### config.mk
export PLATFORM = sky130hd
export DESIGN_NAME = rga_outq
export DESIGN_NICKNAME = d
export VERILOG_FILES = /design/src/rga_pkg.sv /design/src/rga_outq.sv
export SDC_FILE = /design/constraint.sdc
export NUM_CORES = 2
export LEC_CHECK = 0
export BUFFER_PORTS_ARGS = -buffer_cell sky130_fd_sc_hd__buf_4
export CORE_AREA = 2 2 646 648
export CTS_BUF_LIST = sky130_fd_sc_hd__clkbuf_4 sky130_fd_sc_hd__clkbuf_8 sky130_fd_sc_hd__clkbuf_16
export DETAILED_ROUTE_END_ITERATION = 7
export DIE_AREA = 0 0 648 650
export SLEW_MARGIN = 5
export SYNTH_ARGS = -nofsm -noshare
export SYNTH_HDL_FRONTEND = slang
export SYNTH_SLANG_ARGS = --single-unit
### constraint.sdc
create_clock -name clk -period 89 [get_ports clk]
set_input_delay 4.45 -clock clk [delete_from_list [all_inputs] [get_ports clk]]
set_output_delay 4.45 -clock clk [all_outputs]
set_load 0.005 [all_outputs]
### src/rga_pkg.sv
// rga_pkg: shared types and constants of the run group aggregator
// used by every module under src; depends on nothing else
`timescale 1ns / 1ps

package rga_pkg;

    localparam int KEY_W          = 64;
    localparam int IN_VALUE_W     = 32;
    localparam int SUM_W          = 64;
    localparam int CNT_OUT_W      = 32;
    localparam int NUM_LANES      = 4;
    localparam int NUM_SQUARES    = 3;
    localparam int VALUE_BITS_DEF = 32;
    localparam int COUNT_BITS_DEF = 32;

    localparam int IN_DATA_W  = KEY_W + NUM_LANES * IN_VALUE_W;
    localparam int OUT_DATA_W = KEY_W + CNT_OUT_W + (NUM_LANES + NUM_SQUARES) * SUM_W;

    localparam int Q_DEPTH = 4;
    localparam int Q_PTR_W = 2;
    localparam int Q_LVL_W = 3;

    typedef struct packed {
        logic advance;
        logic fresh;
    } lane_ctrl_t;

    typedef struct packed {
        logic w0_en;
        logic w1_en;
        logic w0_old;
    } wr_ctrl_t;

    typedef struct packed {
        logic                                fin;
        logic [NUM_SQUARES-1:0][SUM_W-1:0]   squares;
        logic [NUM_LANES-1:0][SUM_W-1:0]     sums;
        logic [CNT_OUT_W-1:0]                count;
        logic [KEY_W-1:0]                    key;
    } result_t;

endpackage

### src/rga_outq.sv
// rga_outq: merging stage, a four-entry result queue taking up to two results a cycle
// depends on rga_pkg
`timescale 1ns / 1ps

module rga_outq
    import rga_pkg::*;
(
    input  logic     clk,
    input  logic     rst_n,
    input  wr_ctrl_t wr_ctrl,
    input  result_t  old_res,
    input  result_t  new_res,
    output logic     room,
    output logic     out_valid,
    input  logic     out_ready,
    output result_t  out_res
);

    result_t              mem_reg [Q_DEPTH];
    logic [Q_PTR_W-1:0]   wr_ptr_reg, wr_ptr_next;
    logic [Q_PTR_W-1:0]   rd_ptr_reg, rd_ptr_next;
    logic [Q_LVL_W-1:0]   level_reg, level_next;
    logic [Q_PTR_W-1:0]   wr_ptr_p1;
    logic                 pop;
    result_t              w0_data;

    assign pop       = out_valid && out_ready;
    assign wr_ptr_p1 = wr_ptr_reg + 1'b1;
    assign w0_data   = wr_ctrl.w0_old ? old_res : new_res;

    always_comb
    begin
        wr_ptr_next = wr_ptr_reg + Q_PTR_W'(wr_ctrl.w0_en) + Q_PTR_W'(wr_ctrl.w1_en);
        rd_ptr_next = rd_ptr_reg + Q_PTR_W'(pop);
        level_next  = level_reg + Q_LVL_W'(wr_ctrl.w0_en) + Q_LVL_W'(wr_ctrl.w1_en)
                      - Q_LVL_W'(pop);
    end

    always_ff @(posedge clk or negedge rst_n)
    begin
        if (!rst_n)
        begin
            wr_ptr_reg <= '0;
            rd_ptr_reg <= '0;
            level_reg  <= '0;
        end
        else
        begin
            wr_ptr_reg <= wr_ptr_next;
            rd_ptr_reg <= rd_ptr_next;
            level_reg  <= level_next;
        end
    end

    always_ff @(posedge clk)
    begin
        if (wr_ctrl.w0_en)
        begin
            mem_reg[wr_ptr_reg] <= w0_data;
        end
        // second result is always the final flush of the new run
        if (wr_ctrl.w1_en)
        begin
            mem_reg[wr_ptr_p1] <= new_res;
        end
    end

    assign room      = level_reg <= Q_LVL_W'(Q_DEPTH - 2);
    assign out_valid = level_reg != '0;
    assign out_res   = mem_reg[rd_ptr_reg];

endmodule

==> impl_metrics.tcl <==
set metrics [dict create \
    finalSetupViolCount 0 \
    clk_latency_ns 0.90 \
    seq_area_um2 65600 \
    min_from "level_reg[0]" \
    largest_reg_flops 2180 \
    floorplan.initialDensity_pct 27.0 \
    synth_top_cell_by_area "edfxtp_1" \
    slew_viol_final 0 \
    place_hpwl_um 311000 \
    cellLeakagePower_uw 0.0462 \
    synth_top_area_share_pct 58.5 \
    drt-vias-per-instance 5.89 \
    dieArea_um2 421000 \
    synth_cells 7973 \
    critical_path.max_fanout 40 \
    ys_warn_count 0 \
    max_slew_margin_pct 14.8 \
    die_w_um 648 \
    final.min_clock_period_ns 12.12 \
    fillers 40498 \
    gr-total-overflow 0 \
    path_cells "buf_4 > buf_4 > buf_4 > buf_4 > buf_4 > buf_4 > mux4_2 > buf_4" \
    multiInputGateArea_um2 42600 \
    drive_above_1_share_pct 29.4 \
    cp-end-kind "primary output" \
    grt_pass1_vias 83653 \
    rows 237 \
    timing.rr.start "wr_ptr_reg[0]" \
    arrival_ns 7.67 \
    ys_types 25 \
    hold_violations 0 \
    firstDrtPassIters 8 \
    drc 0 \
    area_growth_pct 23.0 \
    grt_pass1_wl_um 644000 \
    nets 10289 \
    grt_max_degree 187 \
    crit_top_cell "buf_4" \
    ys_ff_latch 2187 \
    drtAntennaViolNets 0 \
    cts_root_buf "clkbuf_16" \
    setup.worst_path.class "reg -> out" \
    final_cell_area_um2 138000 \
    cts_hold_buf 0 \
    switching_power_uw 1890 \
    placed_area_um2 129000 \
    core_area_um2 415000 \
    hold_slack_ns 0.591 \
    tightest_slew_ns 1.28 \
    io_buffers 1642 \
    hold_path.class "reg -> reg" \
    vias 88404 \
    cts_buffers 263 \
    power_frac_clock_pct 21.9 \
    ctsResizeCount 0 \
    critPathBufInv 7 \
    pwr-share-seq_pct 34.2 \
    start_kind "flip-flop" \
    antenna_found_initial 151 \
    pin_count 1643 \
    required_ns 84.55 \
    fin_skew_ns 0.0397 \
    gp_routability_congestion 0.923 \
    rsz0062_at_grt "false" \
    p_per_area_nw_per_um2 35.5 \
    cts_sinks 2187 \
    ys_top_cells_by_area "edfxtp_1, o221ai_1, mux4_2" \
    syn_nets 9075 \
    ir_worst_vdd_mv 0.0305 \
    max-cap-violations 0 \
    post-place-ws_ns 77.42 \
    h-tree-depth 5 \
    synth.cell_area_um2 112000 \
    crit_path_start "rd_ptr_reg[0]" \
    dr.first_iter.drc_count 11595 \
    ys.flop_type "edfxtp_1" \
    timing.fmax_mhz 82.5 \
    fin_ws_ns 76.88 \
    worst_path_max_delay_cell "dfrtp_4" \
    p_int_uw 2990 \
    pwr-share-comb_pct 43.9 \
    cts_tree "done" \
    synth_enable_flop_cells 2180 \
    post_cts_buffers 0 \
    clkSlewWorstSetupHoldPaths_ns 0.05 \
    clk_path_buf_depth 4 \
    utilization_pct 33.2 \
    synth_area_per_cell_um2 14.0 \
    wire_per_inst_um 30.9 \
    cpPeakStageDelay_ns 0.96 \
    status "finished, final reports clean" \
    ys_seq_area_share_pct 58.7 \
    die_h_um 650 \
    ys_top_cells_by_count "edfxtp_1, o221ai_1, nand2b_1" \
    tns_ns 0 \
    postSynth.asyncResetShare_pct 0.320 \
    cp_top_family "buffers and inverters" \
    switching_share_pct 38.7 \
    fin_crit_sh_pct 13.6 \
    wl_um 464000 \
    grt_usage_pct 20.9 \
]
==> worst register-to-register path, stage by stage (launching register included) <==
cell     delay (ns)
dfrtp_1        0.59
nand2_4        0.36
mux2i_4        0.85
buf_4          0.67
buf_4          0.70
buf_4          0.60
buf_4          0.59
buf_4          0.80
buf_4          0.86
buf_4          0.86
==> metrics by stage <==
| stage | power (uW) | instances |
|---|---|---|
| 2_1_floorplan | 3110 | 7973 |
| 3_3_place_gp | 3830 | 14419 |
| 3_5_place_dp | 3840 | 14419 |
| 4_1_cts | 4910 | 14878 |
| 5_1_grt | 5050 | 14966 |
| 6_report | 4880 | 15004 |
==> logic make-up (layout without fill, tap and decap cells) <==
logic type      count (synthesis)  after routing  synth area share [%]
fa+ha+maj                       6              6                0.0872
flops                        2187           2187                  58.7
buf+inv                       856           2264                  3.32
xor+xnor                        3              3                0.0235
other cells                     0            126                     0
mux                           547            547                  11.0
compound gates               2182           2182                  17.1
simple gates                 2192           2192                  9.82
==> final cells by class <==
| class | count | share of cell area, % |
|---|---|---|
| multi-input combinational | 4930 | 31.0 |
| antenna | 126 | 0.229 |
| clock buffer | 335 | 5.33 |
| inverter | 5 | 0.0136 |
| tap | 5497 | 5.00 |
| sequential | 2187 | 47.7 |
| timing repair buffer | 1800 | 9.99 |
| clock inverter | 124 | 0.772 |
==> placed cells by master, fill, tap and decap left out, drive strengths merged, types with 11 or more instances in the layout <==
master,instances
inv,11
nand2b,1092
mux4,545
bufinv,13
clkinv,97
edfxtp,2180
nand2,1091
clkbuf,335
o221ai,2180
diode,126
buf,1800
==> power by group through the flow <==
stage | Combinational [uW] | Sequential (uW) | Clock, uW
after CTS | 2160 | 1670 | 1080
after global placement | 2150 | 1680 | 0
after detailed placement | 2150 | 1690 | 0
final | 2140 | 1670 | 1070
after floorplan | 1090 | 2020 | 0
after global routing | 2240 | 1700 | 1120
==> metal layers <==
metal | track usage [%] | wire [um] | vias to the layer above
met2 | 32.4 | 214000 | 5677
li1 | - | - | 36651
met5 | 0 | 429 | -
met4 | 13.7 | 32500 | 72
met1 | 25.6 | 168000 | 44969
met3 | 5.71 | 49900 | 1035
==> path summary, 6_finish.rpt <==
| path | end | slack [ns] | cells after the start |
|---|---|---|---|
| worst max-delay path | out_res[174] | 76.88 | 8 |
| worst min register to register | level_reg[0] | 0.59 | 1 |
| min in group asynchronous | level_reg[1] | 3.40 | 1 |
| worst max register to register | mem_reg[2][244] | 81.63 | 9 |
| max in group asynchronous | wr_ptr_reg[1] | 85.46 | 1 |
| worst min-delay path | level_reg[0] | 0.59 | 1 |
Power figures use the tool's default switching activity.
