<file path="config.mk">
export PLATFORM = sky130hd
export DESIGN_NAME = rga_lane
export DESIGN_NICKNAME = d
export VERILOG_FILES = /design/src/rga_pkg.sv /design/src/rga_lane.sv
export SDC_FILE = /design/constraint.sdc
export NUM_CORES = 2
export LEC_CHECK = 0
export ABC_AREA = 0
export BUFFER_PORTS_ARGS = -buffer_cell sky130_fd_sc_hd__buf_2
export CORE_MARGIN = 2
export CORE_UTILIZATION = 58
export CTS_BUF_LIST = sky130_fd_sc_hd__clkbuf_16
export CTS_CLUSTER_SIZE = 20
export DETAILED_ROUTE_END_ITERATION = 8
export PLACE_DENSITY_LB_ADDON = 0.12
export SETUP_SLACK_MARGIN = 0.15
export SYNTH_ARGS = -nofsm -noshare
export SYNTH_HDL_FRONTEND = slang
export SYNTH_SLANG_ARGS = --single-unit
</file>
<file path="constraint.sdc">
create_clock -name clk -period 3.45 [get_ports clk]
set_input_delay 0.345 -clock clk [delete_from_list [all_inputs] [get_ports clk]]
set_output_delay 0.345 -clock clk [all_outputs]
set_load 0.03 [all_outputs]
</file>
<file path="src/rga_pkg.sv">
// rga_pkg: shared types and constants of the run group aggregator
// used by every module under src; depends on nothing else
`timescale 1ns / 1ps

package rga_pkg;

    localparam int KEY_W          = 64;
    localparam int IN_VALUE_W     = 32;
    localparam int SUM_W          = 64;
    localparam int CNT_OUT_W      = 32;
    localparam int NUM_LANES      = 4;
    localparam int NUM_SQUARES    = 3;
    localparam int VALUE_BITS_DEF = 32;
    localparam int COUNT_BITS_DEF = 32;

    localparam int IN_DATA_W  = KEY_W + NUM_LANES * IN_VALUE_W;
    localparam int OUT_DATA_W = KEY_W + CNT_OUT_W + (NUM_LANES + NUM_SQUARES) * SUM_W;

    localparam int Q_DEPTH = 4;
    localparam int Q_PTR_W = 2;
    localparam int Q_LVL_W = 3;

    typedef struct packed {
        logic advance;
        logic fresh;
    } lane_ctrl_t;

    typedef struct packed {
        logic w0_en;
        logic w1_en;
        logic w0_old;
    } wr_ctrl_t;

    typedef struct packed {
        logic                                fin;
        logic [NUM_SQUARES-1:0][SUM_W-1:0]   squares;
        logic [NUM_LANES-1:0][SUM_W-1:0]     sums;
        logic [CNT_OUT_W-1:0]                count;
        logic [KEY_W-1:0]                    key;
    } result_t;

endpackage

</file>
<file path="src/rga_lane.sv">
// rga_lane: one value lane, running sum, optional registered square and sum of squares
// depends on rga_pkg
`timescale 1ns / 1ps

module rga_lane
    import rga_pkg::*;
#(
    parameter int VALUE_BITS = VALUE_BITS_DEF,
    parameter bit SQUARE     = 1'b1
)
(
    input  logic                  clk,
    input  logic                  rst_n,
    input  logic                  in_load,
    input  logic [IN_VALUE_W-1:0] in_value,
    input  lane_ctrl_t            ctrl,
    output logic [SUM_W-1:0]      sum_cur,
    output logic [SUM_W-1:0]      sum_next,
    output logic [SUM_W-1:0]      sq_cur,
    output logic [SUM_W-1:0]      sq_next
);

    logic [VALUE_BITS-1:0] val_reg;
    logic [SUM_W-1:0]      sum_reg;

    always_ff @(posedge clk)
    begin
        if (in_load)
        begin
            val_reg <= in_value[VALUE_BITS-1:0];
        end
    end

    always_ff @(posedge clk or negedge rst_n)
    begin
        if (!rst_n)
        begin
            sum_reg <= '0;
        end
        else if (ctrl.advance)
        begin
            sum_reg <= sum_next;
        end
    end

    assign sum_next = ctrl.fresh ? SUM_W'(val_reg) : sum_reg + SUM_W'(val_reg);
    assign sum_cur  = sum_reg;

    generate
        if (SQUARE)
        begin : g_square
            logic [2*VALUE_BITS-1:0] sq_term_reg;
            logic [SUM_W-1:0]        sq_reg;

            // square taken at the input, registered before the accumulate
            always_ff @(posedge clk)
            begin
                if (in_load)
                begin
                    sq_term_reg <= in_value[VALUE_BITS-1:0] * in_value[VALUE_BITS-1:0];
                end
            end

            always_ff @(posedge clk or negedge rst_n)
            begin
                if (!rst_n)
                begin
                    sq_reg <= '0;
                end
                else if (ctrl.advance)
                begin
                    sq_reg <= sq_next;
                end
            end

            assign sq_next = ctrl.fresh ? SUM_W'(sq_term_reg) : sq_reg + SUM_W'(sq_term_reg);
            assign sq_cur  = sq_reg;
        end
        else
        begin : g_no_square
            assign sq_next = '0;
            assign sq_cur  = '0;
        end
    endgenerate

endmodule

</file>
==> results.md <==
- The count of mapped cells out of synthesis is 4760.
- The number of synthesized register bits is 222.
- The area of the multi-input gates is 37800 um^2.
- The initial antenna violation count is 5.
- The run finished, with violations left.
- The via total after detailed routing is 39600.
- In the final layout, the share of cells above drive strength 1 is 0.381.
- The net count of the mapped netlist is 5982.
- The area of the mapped netlist is 44500 um^2.
- The pre-antenna-repair detailed-routing pass consisted of 7 iterations.
- STA classifies the critical path startpoint as an input pin.
- The count of clock tree sinks is 222.
- The number of endpoints failing setup at the final stage is 217.
- Across the whole layout, storage elements account for 6050 um^2.
- The largest total area in the synthesized netlist belongs to sky130_fd_sc_hd__fa_1.
- The count of yosys warnings during synthesis is 0.
- Counting distinct cell types in the post-synthesis netlist gives 87.
- In this run the mean area of a mapped cell was 9.34 um^2.
- The via count of the first global-routing pass is 40000.
- The tightest min-delay check is of the in -> reg type.
- Entering global routing, the biggest net connects 80 pins.
- The pin slew with the least headroom to its limit is 1.09 ns.
- The wire length of the first global-routing pass is 222000 um.
- Routability-driven placement finished with a final weighted congestion of 0.970.
- The fraction of registers with async set or reset after synthesis is 0.577.
- The synthesis-to-layout area growth is 38.7%.
- The maximum cell stage delay along the critical path is 0.59 ns.
- Counting along the longest clock path gives a buffer depth of 3.
- The hold path endpoint is val_reg[23].
- The antenna violation net count after detailed routing is 0.
- For this run, the share of the core covered by cells in the final layout is 0.812.
- The critical path is of the in -> reg type.
- Yosys instantiated no cell more often than sky130_fd_sc_hd__inv_1.
- The number of I/O pins is 293.
- Max-cap violations in this run came to 0.
- The initialized floorplan defines 101 standard-cell rows.
- Clock tree synthesis selected as its root buffer the cell sky130_fd_sc_hd__clkbuf_16.
- The insertion delay of the later-clocked pin in the worst-skew pair is 0.54 ns.
- The critical path endpoint category is a flip-flop.
- The clock arrives with 0.0295 ns of skew.
- The final reports fail on setup timing.
- At the worst endpoint, the arrival time is 7.35 ns.
- The largest fanout on the critical path is 7.
- The count of cells along the worst hold path is 1.
- Of the available clock period, the critical path in the final layout requires 2.05.
- The starting utilization of the core area is 0.585.
- The number of CTS-inserted buffers is 23.
- The count of pins over their slew limit came to 0.
- The start point of the worst hold path is in_value[23].
- For the worst setup path, the data required time is 3.72 ns.
- The global-route total usage across every layer is 0.367.
- The synthesized design contains 94 enable-type register cells.
- The estimated wirelength of the detail-placed design is 117000 um.
- Measured along the x axis, the die boundary spans 281 um.
- For this run, the register share of the synthesized area comes to 0.136.
- For this run, the top clock speed supported by timing is 141 MHz.
- The standard cell core area is 75900 um^2.
- The share of the synthesized area in the top cell type is 0.357.
- The floorplan step defined a die boundary enclosing 78900 um^2.
- The die is 281 um tall.
- For this block, the routed nets add up to 154000 um of wire.
- TritonCTS built the clock tree.
- The final hold violation count is 0.
- Fill cells in the final layout number 4590.
- In the synthesized netlist, the cells that appear most often are sky130_fd_sc_hd__inv_1 (1001), sky130_fd_sc_hd__fa_1 (793), sky130_fd_sc_hd__nand2_1 (457).
- The main flop type after synthesis is sky130_fd_sc_hd__dfrtp_1.
- The largest individual stage delay along the critical path comes from the cell sky130_fd_sc_hd__fa_1.
- The quantity of I/O buffers inserted on ports is 292.
- The startpoint of the worst-slack reg-to-reg timing path is val_reg[0].
- The first routing iteration left 3193 violations.
- For this run, design rule violations remaining after detail routing come to 0.
- The endpoint of the lowest-slack register-to-register path is sq_cur[55].
- Sorting the synthesized cells by area gives the leading types as sky130_fd_sc_hd__fa_1 (36%), sky130_fd_sc_hd__ha_1 (11%), sky130_fd_sc_hd__inv_1 (8.5%).
- The worst reg-to-reg setup slack is -0.41 ns.
- Dividing the detail-routed via count by the number of cells gives 5.64.
- In this run the tightest slew margin relative to its limit is 0.275.
- The global-route congestion overflow total is 0.
- The depth of the CTS H-tree is 1.
- The critical path's most frequent cell is sky130_fd_sc_hd__fa_1.
- The path depth of the worst reg2reg path is 20.
- Setup repair after global routing could not meet its margin everywhere.
- The routed design could run at a clock period as short as 7.08 ns.
- The wire length per cell after detailed routing is 21.9 um.
- The minimum setup slack in the final design is -3.63 ns.
- The net count of the finished layout is 7194.
- The clock transition at the registers of the reported paths is 0.07 ns.
per-layer routing:
metal,part of all wire,wire (um),track usage,vias to the layer above
met3,0.085,13100,0.0681,417
met4,0.044,6740,0.113,0
li1,-,-,-,17500
met5,0,0,0,-
met1,0.41,62500,0.506,19800
met2,0.47,71700,0.592,1848
critical path, delay by kind of cell:
kind / cells / cell delay [ns]
fa+ha+maj: 9 / 4.32
compound gates: 9 / 1.62
buf+inv: 6 / 0.64
simple gates: 2 / 0.27
xor+xnor: 1 / 0.15
cell usage in the layout (no fill, tap or decap), types with 67 or more instances in the layout:
master                     Yosys  final
sky130_fd_sc_hd__fa_1        793    699
sky130_fd_sc_hd__inv_1      1001    941
sky130_fd_sc_hd__xor2_1       83     70
sky130_fd_sc_hd__nand2_1     457    393
sky130_fd_sc_hd__ha_1        392    315
sky130_fd_sc_hd__edfxtp_1     94     94
sky130_fd_sc_hd__nor2_1      169    136
sky130_fd_sc_hd__xnor2_1     121     86
sky130_fd_sc_hd__buf_6         1    260
sky130_fd_sc_hd__ha_4          0     73
sky130_fd_sc_hd__buf_4         1    921
sky130_fd_sc_hd__a21o_1      108    107
sky130_fd_sc_hd__buf_2         3    151
sky130_fd_sc_hd__a21oi_1     160    108
sky130_fd_sc_hd__mux2_2       95     87
sky130_fd_sc_hd__dfrtp_1     128    111
sky130_fd_sc_hd__and2_1      241    186
sky130_fd_sc_hd__fa_2          0     94
sky130_fd_sc_hd__o21ai_2       3     67
kinds of logic (layout without fill, tap and decap cells):
group,Yosys count,after routing,synth area share
buffers and inverters,1221,2448,0.103
adder cells (fa/ha/maj),1185,1185,0.467
XOR/XNOR,204,204,0.0402
AND/OR/NAND/NOR,1135,1135,0.124
flip-flops,222,222,0.136
AO/OA/AOI/OAI,679,680,0.101
multiplexers,114,114,0.0284
other,0,1,0
worst max-delay path by stage:
stage               slack [ns]                        to    startpoint
CTS                      -3.45  g_square.sq_term_reg[59]  in_value[16]
floorplan                -4.00  g_square.sq_term_reg[59]  in_value[24]
finish                   -3.63  g_square.sq_term_reg[59]  in_value[16]
global placement         -4.40  g_square.sq_term_reg[61]   in_value[6]
global route             -3.76  g_square.sq_term_reg[59]  in_value[16]
detailed placement       -4.58  g_square.sq_term_reg[59]  in_value[23]
cell type report:
type                            count  area share
Antenna cell                        1   0.0000406
Clock buffer                       23     0.00933
Clock inverter                     18     0.00183
Inverter                         1003      0.0612
Multi-Input combinational cell   3318       0.613
Sequential cell                   222      0.0981
Tap cell                         1030      0.0209
Timing Repair Buffer             1404       0.195
per-stage QoR:
step	setup WS, ns	instance area (um^2)	setup TNS (ns)	cells	hold slack [ns]
finish	-3.63	61700	-246.10	7019	0.111
global route	-3.76	61700	-267.26	7019	0.0954
CTS	-3.45	58300	-224.14	6912	0.0803
detailed placement	-4.58	54700	-239.07	6787	0.378
global placement	-4.40	54700	-233.97	6787	0.374
floorplan	-4.00	46200	-168.30	4760	0.0494
repair_timing:
item                                    4_1_cts  5_1_grt
resized for setup                           518      703
cloned                                        5        4
buffers inserted                             78      102
hold buffers                                  1        0
pin swaps                                   211      285
endpoints found under the setup margin      235      251
endpoints found under the hold margin        55        0
Power is left out: the tool's default activity adds up to more than one toggle a clock period on the data nets, which glitch-free logic cannot reach.
