`src/rga_pkg.sv`:
```
// rga_pkg: shared types and constants of the run group aggregator
// used by every module under src; depends on nothing else
`timescale 1ns / 1ps

package rga_pkg;

    localparam int KEY_W          = 64;
    localparam int IN_VALUE_W     = 32;
    localparam int SUM_W          = 64;
    localparam int CNT_OUT_W      = 32;
    localparam int NUM_LANES      = 4;
    localparam int NUM_SQUARES    = 3;
    localparam int VALUE_BITS_DEF = 32;
    localparam int COUNT_BITS_DEF = 32;

    localparam int IN_DATA_W  = KEY_W + NUM_LANES * IN_VALUE_W;
    localparam int OUT_DATA_W = KEY_W + CNT_OUT_W + (NUM_LANES + NUM_SQUARES) * SUM_W;

    localparam int Q_DEPTH = 4;
    localparam int Q_PTR_W = 2;
    localparam int Q_LVL_W = 3;

    typedef struct packed {
        logic advance;
        logic fresh;
    } lane_ctrl_t;

    typedef struct packed {
        logic w0_en;
        logic w1_en;
        logic w0_old;
    } wr_ctrl_t;

    typedef struct packed {
        logic                                fin;
        logic [NUM_SQUARES-1:0][SUM_W-1:0]   squares;
        logic [NUM_LANES-1:0][SUM_W-1:0]     sums;
        logic [CNT_OUT_W-1:0]                count;
        logic [KEY_W-1:0]                    key;
    } result_t;

endpackage

```
`src/rga_ctl.sv`:
```
// rga_ctl: tuple stage, key compare, run state and count, result write control
// depends on rga_pkg
`timescale 1ns / 1ps

module rga_ctl
    import rga_pkg::*;
#(
    parameter int COUNT_BITS = COUNT_BITS_DEF,
    parameter int CNT_W      = (COUNT_BITS > CNT_OUT_W) ? CNT_OUT_W : COUNT_BITS
)
(
    input  logic             clk,
    input  logic             rst_n,
    input  logic             in_valid,
    output logic             in_ready,
    input  logic [KEY_W-1:0] in_key,
    input  logic             in_last,
    input  logic             q_room,
    output lane_ctrl_t       lane_ctrl,
    output wr_ctrl_t         wr_ctrl,
    output logic [KEY_W-1:0] open_key,
    output logic [KEY_W-1:0] new_key,
    output logic [CNT_W-1:0] count_cur,
    output logic [CNT_W-1:0] count_next
);

    logic             s1_valid_reg, s1_valid_next;
    logic [KEY_W-1:0] s1_key_reg;
    logic             s1_last_reg;
    logic             run_open_reg, run_open_next;
    logic [KEY_W-1:0] open_key_reg, open_key_next;
    logic [CNT_W-1:0] count_reg;
    logic             adv;
    logic             accept;
    logic             match;
    logic             emit_old;
    logic             emit_fin;

    assign adv      = s1_valid_reg && q_room;
    assign in_ready = !s1_valid_reg || q_room;
    assign accept   = in_valid && in_ready;
    assign match    = run_open_reg && (open_key_reg == s1_key_reg);
    assign emit_old = adv && run_open_reg && !match;
    assign emit_fin = adv && s1_last_reg;

    always_comb
    begin
        s1_valid_next = s1_valid_reg;
        if (accept)
        begin
            s1_valid_next = 1'b1;
        end
        else if (adv)
        begin
            s1_valid_next = 1'b0;
        end
        run_open_next = adv ? !s1_last_reg : run_open_reg;
        open_key_next = adv ? s1_key_reg : open_key_reg;
        // saturating count, restart at one on a new run
        if (!match)
        begin
            count_next = CNT_W'(1);
        end
        else if (&count_reg)
        begin
            count_next = count_reg;
        end
        else
        begin
            count_next = count_reg + 1'b1;
        end
    end

    always_ff @(posedge clk or negedge rst_n)
    begin
        if (!rst_n)
        begin
            s1_valid_reg <= 1'b0;
            run_open_reg <= 1'b0;
            open_key_reg <= '0;
            count_reg    <= '0;
        end
        else
        begin
            s1_valid_reg <= s1_valid_next;
            run_open_reg <= run_open_next;
            open_key_reg <= open_key_next;
            if (adv)
            begin
                count_reg <= count_next;
            end
        end
    end

    always_ff @(posedge clk)
    begin
        if (accept)
        begin
            s1_key_reg  <= in_key;
            s1_last_reg <= in_last;
        end
    end

    assign lane_ctrl.advance = adv;
    assign lane_ctrl.fresh   = !match;

    assign wr_ctrl.w0_en  = emit_old || emit_fin;
    assign wr_ctrl.w1_en  = emit_old && emit_fin;
    assign wr_ctrl.w0_old = emit_old;

    assign open_key  = open_key_reg;
    assign new_key   = s1_key_reg;
    assign count_cur = count_reg;

endmodule

```
`config.mk`:
```
export PLATFORM = sky130hd
export DESIGN_NAME = rga_ctl
export DESIGN_NICKNAME = d
export VERILOG_FILES = /design/src/rga_pkg.sv /design/src/rga_ctl.sv
export SDC_FILE = /design/constraint.sdc
export NUM_CORES = 1
export LEC_CHECK = 0
export ABC_AREA = 1
export BUFFER_PORTS_ARGS = -buffer_cell sky130_fd_sc_hd__buf_4
export CORE_MARGIN = 2
export CORE_UTILIZATION = 45
export CTS_CLUSTER_SIZE = 30
export DETAILED_ROUTE_END_ITERATION = 10
export PLACE_DENSITY_LB_ADDON = 0.25
export SLEW_MARGIN = 15
export SYNTH_ARGS = -nofsm -noshare
export SYNTH_HDL_FRONTEND = slang
export SYNTH_SLANG_ARGS = --single-unit
```
`constraint.sdc`:
```
create_clock -name clk -period 4.8 [get_ports clk]
set_clock_uncertainty 0.05 [all_clocks]
set_input_delay 0 -clock clk [delete_from_list [all_inputs] [get_ports clk]]
set_output_delay 0 -clock clk [all_outputs]
set_load 0.005 [all_outputs]
```
==> run_results.csv, run 1 <==
group,metric,value,unit
run_status,status,"completed",
pwr,p_switching,1.12,mW
global_routing,grt_pass1_wl,44800,um
setup_path,startpoint_type,"flop",
detailed_routing,drt_iter0_drc,535,
sta,setup_tns,0,ns
logic_synthesis,synthCells,1224,
logic_synthesis,synth_seq_area_share,0.494,
sta,rsz0062_at_grt,"false",
global_routing,grt_overflow_total,0,
detailed_routing,drc_errors,0,
job,cap_violations,0,
worst_hold_path,hold_path_depth,3,
cts,clk_path_buf_depth,2,
logic_synthesis,synth-seq-cells,163,
pwr,p_int,2.68,mW
placed_design,numPortBuffers,266,
cts,clkLatencyLatePin,0.43,ns
cts,ctsHtreeMaxLevel,4,
floorplan,initial_core_util,0.458,
worst_hold_path,hold_end,"new_key[63]$_DFFE_PP_",
cells_and_area,nFillCells,1696,
global_routing,antenna_found_initial,0,
detailed_routing,num_vias,9033,
sta,period_needed,3.03,ns
setup_path,crit_type,"reg2out",
pwr,power.share.clock,0.375,
setup_path,rr_endpoint,"count_cur[2]$_DFFE_PN0P_",
sta,worstMarginPinSlew,0.889,ns
cts,cts_buffers,17,
detailed_routing,met1Wirelength,12300,um
pwr,p_comb_frac,0.183,
setup_path,reg2reg_from,"count_cur[0]$_DFFE_PN0P_",
logic_synthesis,ys.flop_type,"dfrtp_1",
cts,post_cts_buffers,0,
placed_design,dp_hpwl,20800,um
detailed_routing,wl_met3,2330,um
setup_path,rr_worst_depth,9,
floorplan,core,19500,um2
detailed_routing,drtAntennaViolNets,0,
global_routing,grt_pass1_vias,8541,
sta,finalCritPeriodShare,0.631,
logic_synthesis,ys_types,29,
floorplan,io_pins,267,
sta,maxSlewViolCount,0,
sta,max_slew_margin,0.407,
logic_synthesis,synth_area_leader_cell,"dfrtp_1",
detailed_routing,dr_wl_met2,13600,um
pwr,p_seq_frac,0.442,
sta,setup_viol,0,
logic_synthesis,avgSynthCellArea,7.29,um2
detailed_routing,wl_per_cell,15.8,um
cts,clock-sinks,163,
cts,path_clk_slew,0.07,ns
cells_and_area,nets,1618,
logic_synthesis,yosysTopAreaCellShare,0.275,
setup_path,path_max_fanout,32,
cells_and_area,drive_gt1_frac,0.207,
floorplan,die_w,145,um
worst_hold_path,hold_class,"in2reg",
floorplan,rows,51,
pwr,swShare,0.295,
global_routing,grt_util_all_layers,0.279,
logic_synthesis,async_flop_share,0.601,
detailed_routing,firstDrtPassIters,5,
setup_path,arrival,2.98,ns
logic_synthesis,syn-num-nets,1294,
floorplan,die_area,21000,um2
worst_hold_path,hp-start,"q_room",
cts,cts_root_buf,"clkbuf_16",
pwr,power_density,305,nW/um2
cts,cts_tree,"built",
setup_path,cp.required,4.75,ns
logic_synthesis,synth_area,8920,um2
logic_synthesis,yosys_warnings,0,
sta,fmax,0.330,GHz
cells_and_area,post-route-util,0.640,
detailed_routing,via_per_inst,4.94,
setup_path,reg2reg_slack,2.41,ns
logic_synthesis,synth.area.top_cells,"dfrtp_1 (27%), edfxtp_1 (22%), nand2_1 (20%), inv_1 (8.0%), nor2_1 (5.3%)",
detailed_routing,routed.top_layer,"met4",
floorplan,die_h,145,um
pwr,power.leakage,6.36,nW
global_routing,grt_max_degree,81,
sta,hold_violations,0,
setup_path,cp-end-kind,"primary output",
pwr,irDropWorstVdd,0.298,mV
cells_and_area,area_delta_synth_final,39.6,%
placed_design,gp_congestion,0.903,
detailed_routing,wl,28900,um
logic_synthesis,synth_edf_count,65,
worst max-delay path by stage:
stage / endpoint / start / slack [ns] / cells past startpoint
after floorplan: new_key[0]$_DFFE_PP_ / s1_valid_reg$_DFFE_PN0P_ / 0.67 / 1
after global placement: count_next[4] / new_key[58]$_DFFE_PP_ / 1.86 / 8
after detailed placement: count_next[10] / new_key[58]$_DFFE_PP_ / 1.79 / 8
after CTS: count_next[10] / new_key[58]$_DFFE_PP_ / 1.32 / 8
after global routing: count_next[10] / new_key[58]$_DFFE_PP_ / 1.55 / 8
final: count_next[7] / new_key[58]$_DFFE_PP_ / 1.77 / 8
worst max-delay path, stage by stage, from the launching register on:
cell and delay [ns]:
edfxtp_1 0.45, xnor2_1 0.40, nand3_1 0.12, nor3_1 0.24
nand2_1 0.10, nor2_1 0.18, nand3_2 0.54, a21oi_1 0.35
buf_4 0.15
Yosys cell counts, types with 2 or more instances:
library cell and instances:
nand3b_1 13, inv_1 191, buf_4 2, o21ai_0 63
clkinv_1 2, clkbuf_1 21, nand3_1 35, xnor2_1 10
xor2_1 6, nor2_2 5, nand4_1 47, buf_2 11
o21ai_1 4, edfxtp_1 65, inv_2 2, dfrtp_1 98
nor3_1 13, or2_2 2, a21oi_1 12, nor2_1 127
nand3_4 3, nand2_1 485
metrics by stage:
step / total power [mW] / hold WS (ns) / worst slack, ns / std cells / area [um2]
6_report: 3.80 / 0.0772 / 1.77 / 1827 / 12500
5_1_grt: 3.97 / 0.0911 / 1.55 / 1826 / 12400
4_1_cts: 3.81 / 0.0593 / 1.32 / 1826 / 12400
3_5_place_dp: 2.35 / 0.111 / 1.79 / 1726 / 11200
3_3_place_gp: 2.33 / 0.108 / 1.86 / 1726 / 11200
2_1_floorplan: 1.99 / -0.346 / 0.674 / 1224 / 8920
area by class of cell:
type | instances | area (um2) | share of cell area
Timing Repair Buffer | 340 | 2720 | 0.219
Antenna cell | 1 | 2.50 | 0.000201
Inverter | 196 | 737 | 0.0592
Clock inverter | 14 | 170 | 0.0137
Multi-Input combinational cell | 830 | 3640 | 0.293
Clock buffer | 18 | 439 | 0.0353
Sequential cell | 163 | 4400 | 0.354
Tap cell | 265 | 332 | 0.0266
logic make-up (layout without fill, tap and decap cells):
kind of cell               count (synthesis)  in the layout  share of synthesized area
AOI/OAI and AO/OA                         79             79                     0.0443
adders and majority gates                  1              1                    0.00140
DFF                                      163            163                      0.494
buffers and inverters                    231            568                      0.101
and+or+nand+nor                          734            734                      0.344
other                                      0              1                          0
xor gates and xnor gates                  16             16                     0.0157
layer usage:
layer	vias up	GRT usage
li1	4435	-
met1	4218	0.369
met2	338	0.460
met3	42	0.0619
met4	0	0.0864
met5	-	0
power groups by stage:
stage | clock network [mW] | logic, mW | registers (mW)
after floorplan | 0 | 0.298 | 1.69
after global placement | 0 | 0.635 | 1.70
after detailed placement | 0 | 0.643 | 1.70
after CTS | 1.45 | 0.693 | 1.68
after global routing | 1.50 | 0.772 | 1.70
final | 1.43 | 0.694 | 1.68
cells in the final DEF, fill, tap and decap left out, types with 5 or more instances in the layout:
| master | n |
|---|---|
| buf_4 | 272 |
| nor2_1 | 127 |
| nand3b_1 | 13 |
| a21oi_1 | 11 |
| nand2_1 | 484 |
| o21ai_0 | 63 |
| nand4_1 | 47 |
| nor2_2 | 5 |
| nand3_1 | 34 |
| dfrtp_1 | 98 |
| xnor2_1 | 10 |
| edfxtp_1 | 65 |
| xor2_1 | 6 |
| clkbuf_16 | 17 |
| nor3_1 | 13 |
| inv_1 | 191 |
| dlygate4sd3_1 | 68 |
what timing repair did:
item	4_1_cts	5_1_grt
endpoints found under the hold margin	137	0
hold buffers	68	0
resized for setup	0	0
Power figures use the tool's default switching activity.
==> run 2: changes to the inputs <==
clock period = 2.55 ns   (was 4.8 ns; I/O delays follow)
==> run 2 against run 1 <==
Final cell count is 0.60% higher; design area is 1.4% higher; setup slack worse by 1.6 ns; global-route usage is 0.22 points lower; critical path type unchanged; sequential cell count stayed put; total power is 88% higher; largest power group unchanged; clock power is 84% higher; critical endpoint is now count_next[10]; hold slack better by 0.0053 ns; sequential share of layout area is 0.46 points lower.
==> run_results.csv, run 2 (synthesized netlist as in run 1, its figures left out) <==
group,metric,value,unit
job,cap_violations,0,
detailed_routing,drt_iter0_drc,604,
placed_design,dp_hpwl,21000,um
cells_and_area,mostFrequentLayoutCells,"nand2_1 (484), buf_4 (278), inv_1 (191)",
cts,ctsHtreeMaxLevel,4,
detailed_routing,wl_per_cell,16.0,um
floorplan,die_w,145,um
sta,setup_viol,0,
worst_hold_path,hold_class,"in2async",
placed_design,gp_congestion,0.940,
setup_path,crit_type,"reg2out",
cts,clk_path_buf_depth,2,
detailed_routing,drtAntennaViolNets,0,
pwr,power_density,564,nW/um2
detailed_routing,firstDrtPassIters,6,
cts,path_clk_slew,0.07,ns
sta,max_slew_margin,0.561,
detailed_routing,met1Wirelength,12300,um
cells_and_area,drive_gt1_frac,0.218,
floorplan,rows,51,
detailed_routing,dr_wl_met2,14000,um
detailed_routing,drc_errors,0,
floorplan,core,19500,um2
global_routing,grt_max_degree,81,
global_routing,antenna_found_initial,0,
global_routing,grt_util_all_layers,0.277,
setup_path,rr_worst_depth,11,
global_routing,grt_overflow_total,0,
pwr,irDropWorstVdd,0.478,mV
setup_path,cp.required,2.50,ns
sta,setup_tns,0,ns
sta,finalCritPeriodShare,0.945,
detailed_routing,via_per_inst,5.01,
cts,cts_tree,"built",
sta,hold_violations,0,
setup_path,arrival,2.36,ns
sta,timing.hold.ws,0.0825,ns
floorplan,io_pins,267,
sta,worstMarginPinSlew,0.659,ns
sta,period_needed,2.41,ns
floorplan,die_area,21000,um2
cts,cts_buffers,17,
cts,cts_root_buf,"clkbuf_16",
cts,clock-sinks,163,
global_routing,grt_pass1_wl,44200,um
cells_and_area,antenna_cells,0,
floorplan,initial_core_util,0.458,
detailed_routing,routed.top_layer,"met4",
run_status,status,"completed",
setup_path,startpoint_type,"flop",
placed_design,numPortBuffers,266,
global_routing,grt_pass1_vias,8367,
detailed_routing,wl,29400,um
cts,clkLatencyLatePin,0.44,ns
sta,maxSlewViolCount,0,
detailed_routing,wl_met3,2500,um
floorplan,die_h,145,um
detailed_routing,num_vias,9200,
cells_and_area,layout_commonest_cell,"nand2_1",
cells_and_area,area_delta_synth_final,41.5,%
setup_path,path_max_fanout,32,
sta,fmax,0.415,GHz
setup_path,cp-end-kind,"primary output",
cells_and_area,nets,1630,
pwr,power.leakage,6.42,nW
## run 2: critical path, cell delays in order, from the launching register on
cell	delay, ns
edfxtp_1	0.44
nand2_1	0.15
nand2_1	0.06
nor3_1	0.13
nand2_1	0.10
nor2_1	0.15
nand2_1	0.08
nor2_2	0.16
nand3_1	0.13
buf_8	0.20
a21oi_1	0.17
buf_4	0.14
## run 2: path summary, 6_finish.rpt
| path | endpoint | slack, ns | from |
|---|---|---|---|
| setup / recovery | count_next[10] | 0.14 | new_key[37]$_DFFE_PP_ |
| hold / removal | open_key[30]$_DFFE_PN0P_ | 0.08 | rst_n |
| setup reg to reg | count_cur[25]$_DFFE_PN0P_ | 0.52 | new_key[49]$_DFFE_PP_ |
| hold reg to reg | open_key[11]$_DFFE_PN0P_ | 0.48 | new_key[11]$_DFFE_PP_ |
| max in group asynchronous | open_key[63]$_DFFE_PN0P_ | 1.60 | rst_n |
| min in group clk | count_cur[24]$_DFFE_PN0P_ | 0.09 | q_room |
## run 2: layout make-up
| class | count | area (um2) |
|---|---|---|
| fillers | 1668 | 6840 |
| inverters | 196 | 737 |
| clock buffers | 19 | 453 |
| multi-input cells | 831 | 3690 |
| flip-flops and latches | 163 | 4410 |
| well taps | 265 | 332 |
| clock inverters | 13 | 141 |
| repair buffers | 351 | 2860 |
## run 2: report_power, final
part | internal [mW] | switching (mW) | leakage [nW] | total [mW]
Clock | 1.43 | 1.19 | 0.288 | 2.63
Combinational | 0.614 | 0.729 | 4.27 | 1.34
Sequential | 2.94 | 0.212 | 1.87 | 3.16
Total | 4.99 | 2.13 | 6.42 | 7.12
## run 2: what timing repair did
item / 4_1_cts / 5_1_grt
setup buffers: 0 / 5
setup endpoints to repair: 8 / 34
endpoints found under the hold margin: 109 / 0
hold buffers: 68 / 0
pin swaps: 0 / 1
gates resized for setup: 1 / 12
cloned: 0 / 1
## run 2: layer usage
metal | global-route usage | vias to the layer above
met1 | 0.366 | 4280
met3 | 0.0609 | 42
li1 | - | 4469
met4 | 0.0782 | 0
met2 | 0.460 | 409
met5 | 0 | -
## run 2: metrics by stage
| stage | utilization | setup slack [ns] | power (mW) | area (um2) | instances |
|---|---|---|---|---|---|
| after CTS | 0.644 | 0.00492 | 7.13 | 12500 | 1832 |
| final | 0.649 | 0.140 | 7.12 | 12600 | 1838 |
| after global routing | 0.649 | -0.0154 | 7.42 | 12600 | 1838 |
| after floorplan | - | 0.561 | 3.74 | 8930 | 1224 |
| after detailed placement | 0.578 | 0.371 | 4.42 | 11200 | 1732 |
| after global placement | 0.578 | 0.354 | 4.39 | 11200 | 1732 |
==> run 3: changes to the inputs <==
CTS_BUF_LIST = sky130_fd_sc_hd__clkbuf_4 sky130_fd_sc_hd__clkbuf_8   (was default)
GPL_TIMING_DRIVEN = 0   (was default)
==> run 3 against run 2 <==
Combinational power is 7% higher; first-iteration DRC count increased by 13%; global-route usage rose by 2.3 points; maximum frequency down 2.4%; sequential share of layout area is 0.63 points lower; non-clock buffer count increased by 45; clock power down 24%; via count increased by 3.0%.
==> run_results.csv, run 3 (synthesized netlist as in run 1, its figures left out) <==
group,metric,value,unit
detailed_routing,drt_iter0_drc,681,
setup_path,reg2reg_slack,0.39,ns
placed_design,place_worst_setup_slack,0.0623,ns
setup_path,reg2reg_from,"s1_valid_reg$_DFFE_PN0P_",
floorplan,die_h,145,um
global_routing,grt_util_all_layers,0.300,
placed_design,numPortBuffers,266,
global_routing,antenna_found_initial,0,
cells_and_area,nets,1674,
setup_path,crit_type,"reg2out",
sta,hold_violations,0,
worst_hold_path,hold_end,"s1_last_reg$_DFFE_PP_",
cts,clock-sinks,163,
sta,rsz0062_at_grt,"true",
setup_path,cp.required,2.50,ns
floorplan,initial_core_util,0.458,
cells_and_area,mostFrequentLayoutCells,"nand2_1 (474), buf_4 (293), inv_1 (188)",
cts,clkLatencyLatePin,0.49,ns
cells_and_area,layout_commonest_cell,"nand2_1",
cts,ctsHtreeMaxLevel,4,
detailed_routing,firstDrtPassIters,5,
setup_path,cp-end-kind,"primary output",
sta,setup_viol,0,
placed_design,placed_area,11300,um2
global_routing,grt_pass1_wl,47200,um
global_routing,grt_overflow_total,0,
sta,max_slew_margin,0.344,
detailed_routing,wl,31700,um
placed_design,gp_congestion,0.936,
worst_hold_path,hp-start,"q_room",
sta,worstMarginPinSlew,0.983,ns
worst_hold_path,hold_path_depth,3,
setup_path,arrival,2.42,ns
sta,fmax,0.405,GHz
cts,cts_buffers,17,
cts,cts_tree,"built",
setup_path,path_max_fanout,10,
pwr,power.leakage,6.53,nW
detailed_routing,drtAntennaViolNets,0,
cells_and_area,post-route-util,0.661,
detailed_routing,via_per_inst,5.03,
detailed_routing,drc_errors,0,
cells_and_area,drive_gt1_frac,0.257,
run_status,status,"completed",
floorplan,core,19500,um2
setup_path,startpoint_type,"flop",
global_routing,grt_pass1_vias,8797,
pwr,irDropWorstVdd,0.419,mV
cts,clk_path_buf_depth,2,
floorplan,die_w,145,um
cts,path_clk_slew,0.11,ns
cts,cts_root_buf,"clkbuf_8",
detailed_routing,num_vias,9474,
global_routing,grt_max_degree,99,
placed_design,dp_hpwl,23200,um
floorplan,io_pins,267,
worst_hold_path,hold_class,"in2reg",
cells_and_area,antenna_cells,0,
sta,period_needed,2.47,ns
cells_and_area,final_cell_area,12900,um2
sta,finalCritPeriodShare,0.968,
job,cap_violations,0,
setup_path,rr_endpoint,"open_key[28]$_DFFE_PN0P_",
floorplan,die_area,21000,um2
cells_and_area,area_delta_synth_final,44.2,%
floorplan,rows,51,
sta,maxSlewViolCount,0,
setup_path,rr_worst_depth,5,
detailed_routing,wl_per_cell,16.8,um
sta,fin_ws,0.0816,ns
setup_path,cp-startpoint,"count_cur[0]$_DFFE_PN0P_",
pwr,power_density,512,nW/um2
run 3: metal layers:
metal	track usage	vias to the layer above	share of wire
li1	-	4558	-
met1	0.397	4438	0.42
met2	0.491	424	0.47
met3	0.0684	54	0.083
met4	0.0940	0	0.027
met5	0	-	0
run 3: critical path: stages, from the launching register on:
cell	delay, ns
dfrtp_2	0.40
ha_2	0.25
nand3_4	0.14
clkinv_2	0.11
nand2_4	0.08
nor2_8	0.18
nand3_4	0.13
buf_6	0.19
nand3_1	0.14
inv_1	0.08
nor2_2	0.12
buf_4	0.11
run 3: final cells by class:
| cell class | instances | area [um2] |
|---|---|---|
| Inverter | 196 | 737 |
| Clock inverter | 15 | 171 |
| Fill cell | 1682 | 6590 |
| Buffer | 34 | 185 |
| Sequential cell | 163 | 4410 |
| Multi-Input combinational cell | 830 | 3870 |
| Tap cell | 265 | 332 |
| Clock buffer | 17 | 234 |
| Timing Repair Buffer | 362 | 2930 |
run 3: timing repair:
action / CTS / global route
endpoints found under the hold margin: 181 / 0
setup endpoints to repair: 36 / 35
pin swaps: 2 / 15
setup buffers: 6 / 20
resized for setup: 18 / 59
hold buffers: 68 / 0
run 3: worst max-delay path by stage:
stage | slack, ns | endpoint
floorplan | 0.56 | new_key[0]$_DFFE_PP_
global placement | 0.09 | new_key[44]$_DFFE_PP_
detailed placement | 0.06 | count_cur[30]$_DFFE_PN0P_
CTS | 0.001 | count_next[21]
global route | -0.04 | count_next[12]
finish | 0.08 | count_next[25]
run 3: metrics by stage:
| step | instances | power, mW | hold WS [ns] | setup TNS, ns |
|---|---|---|---|---|
| floorplan | 1224 | 3.74 | -0.346 | 0 |
| CTS | 1863 | 6.52 | 0.0557 | 0 |
| detailed placement | 1757 | 4.46 | 0.129 | 0 |
| global route | 1882 | 6.88 | 0.0731 | -0.283 |
| finish | 1882 | 6.59 | 0.0705 | 0 |
| global placement | 1755 | 4.41 | 0.128 | 0 |
run 3: report_power, final:
group          total (mW)  leakage (nW)  internal [mW]  switching [mW]
clock network        1.99         0.200          0.821            1.17
logic                1.43          4.46          0.658           0.772
registers            3.17          1.87           2.94           0.227
total                6.59          6.53           4.42            2.17
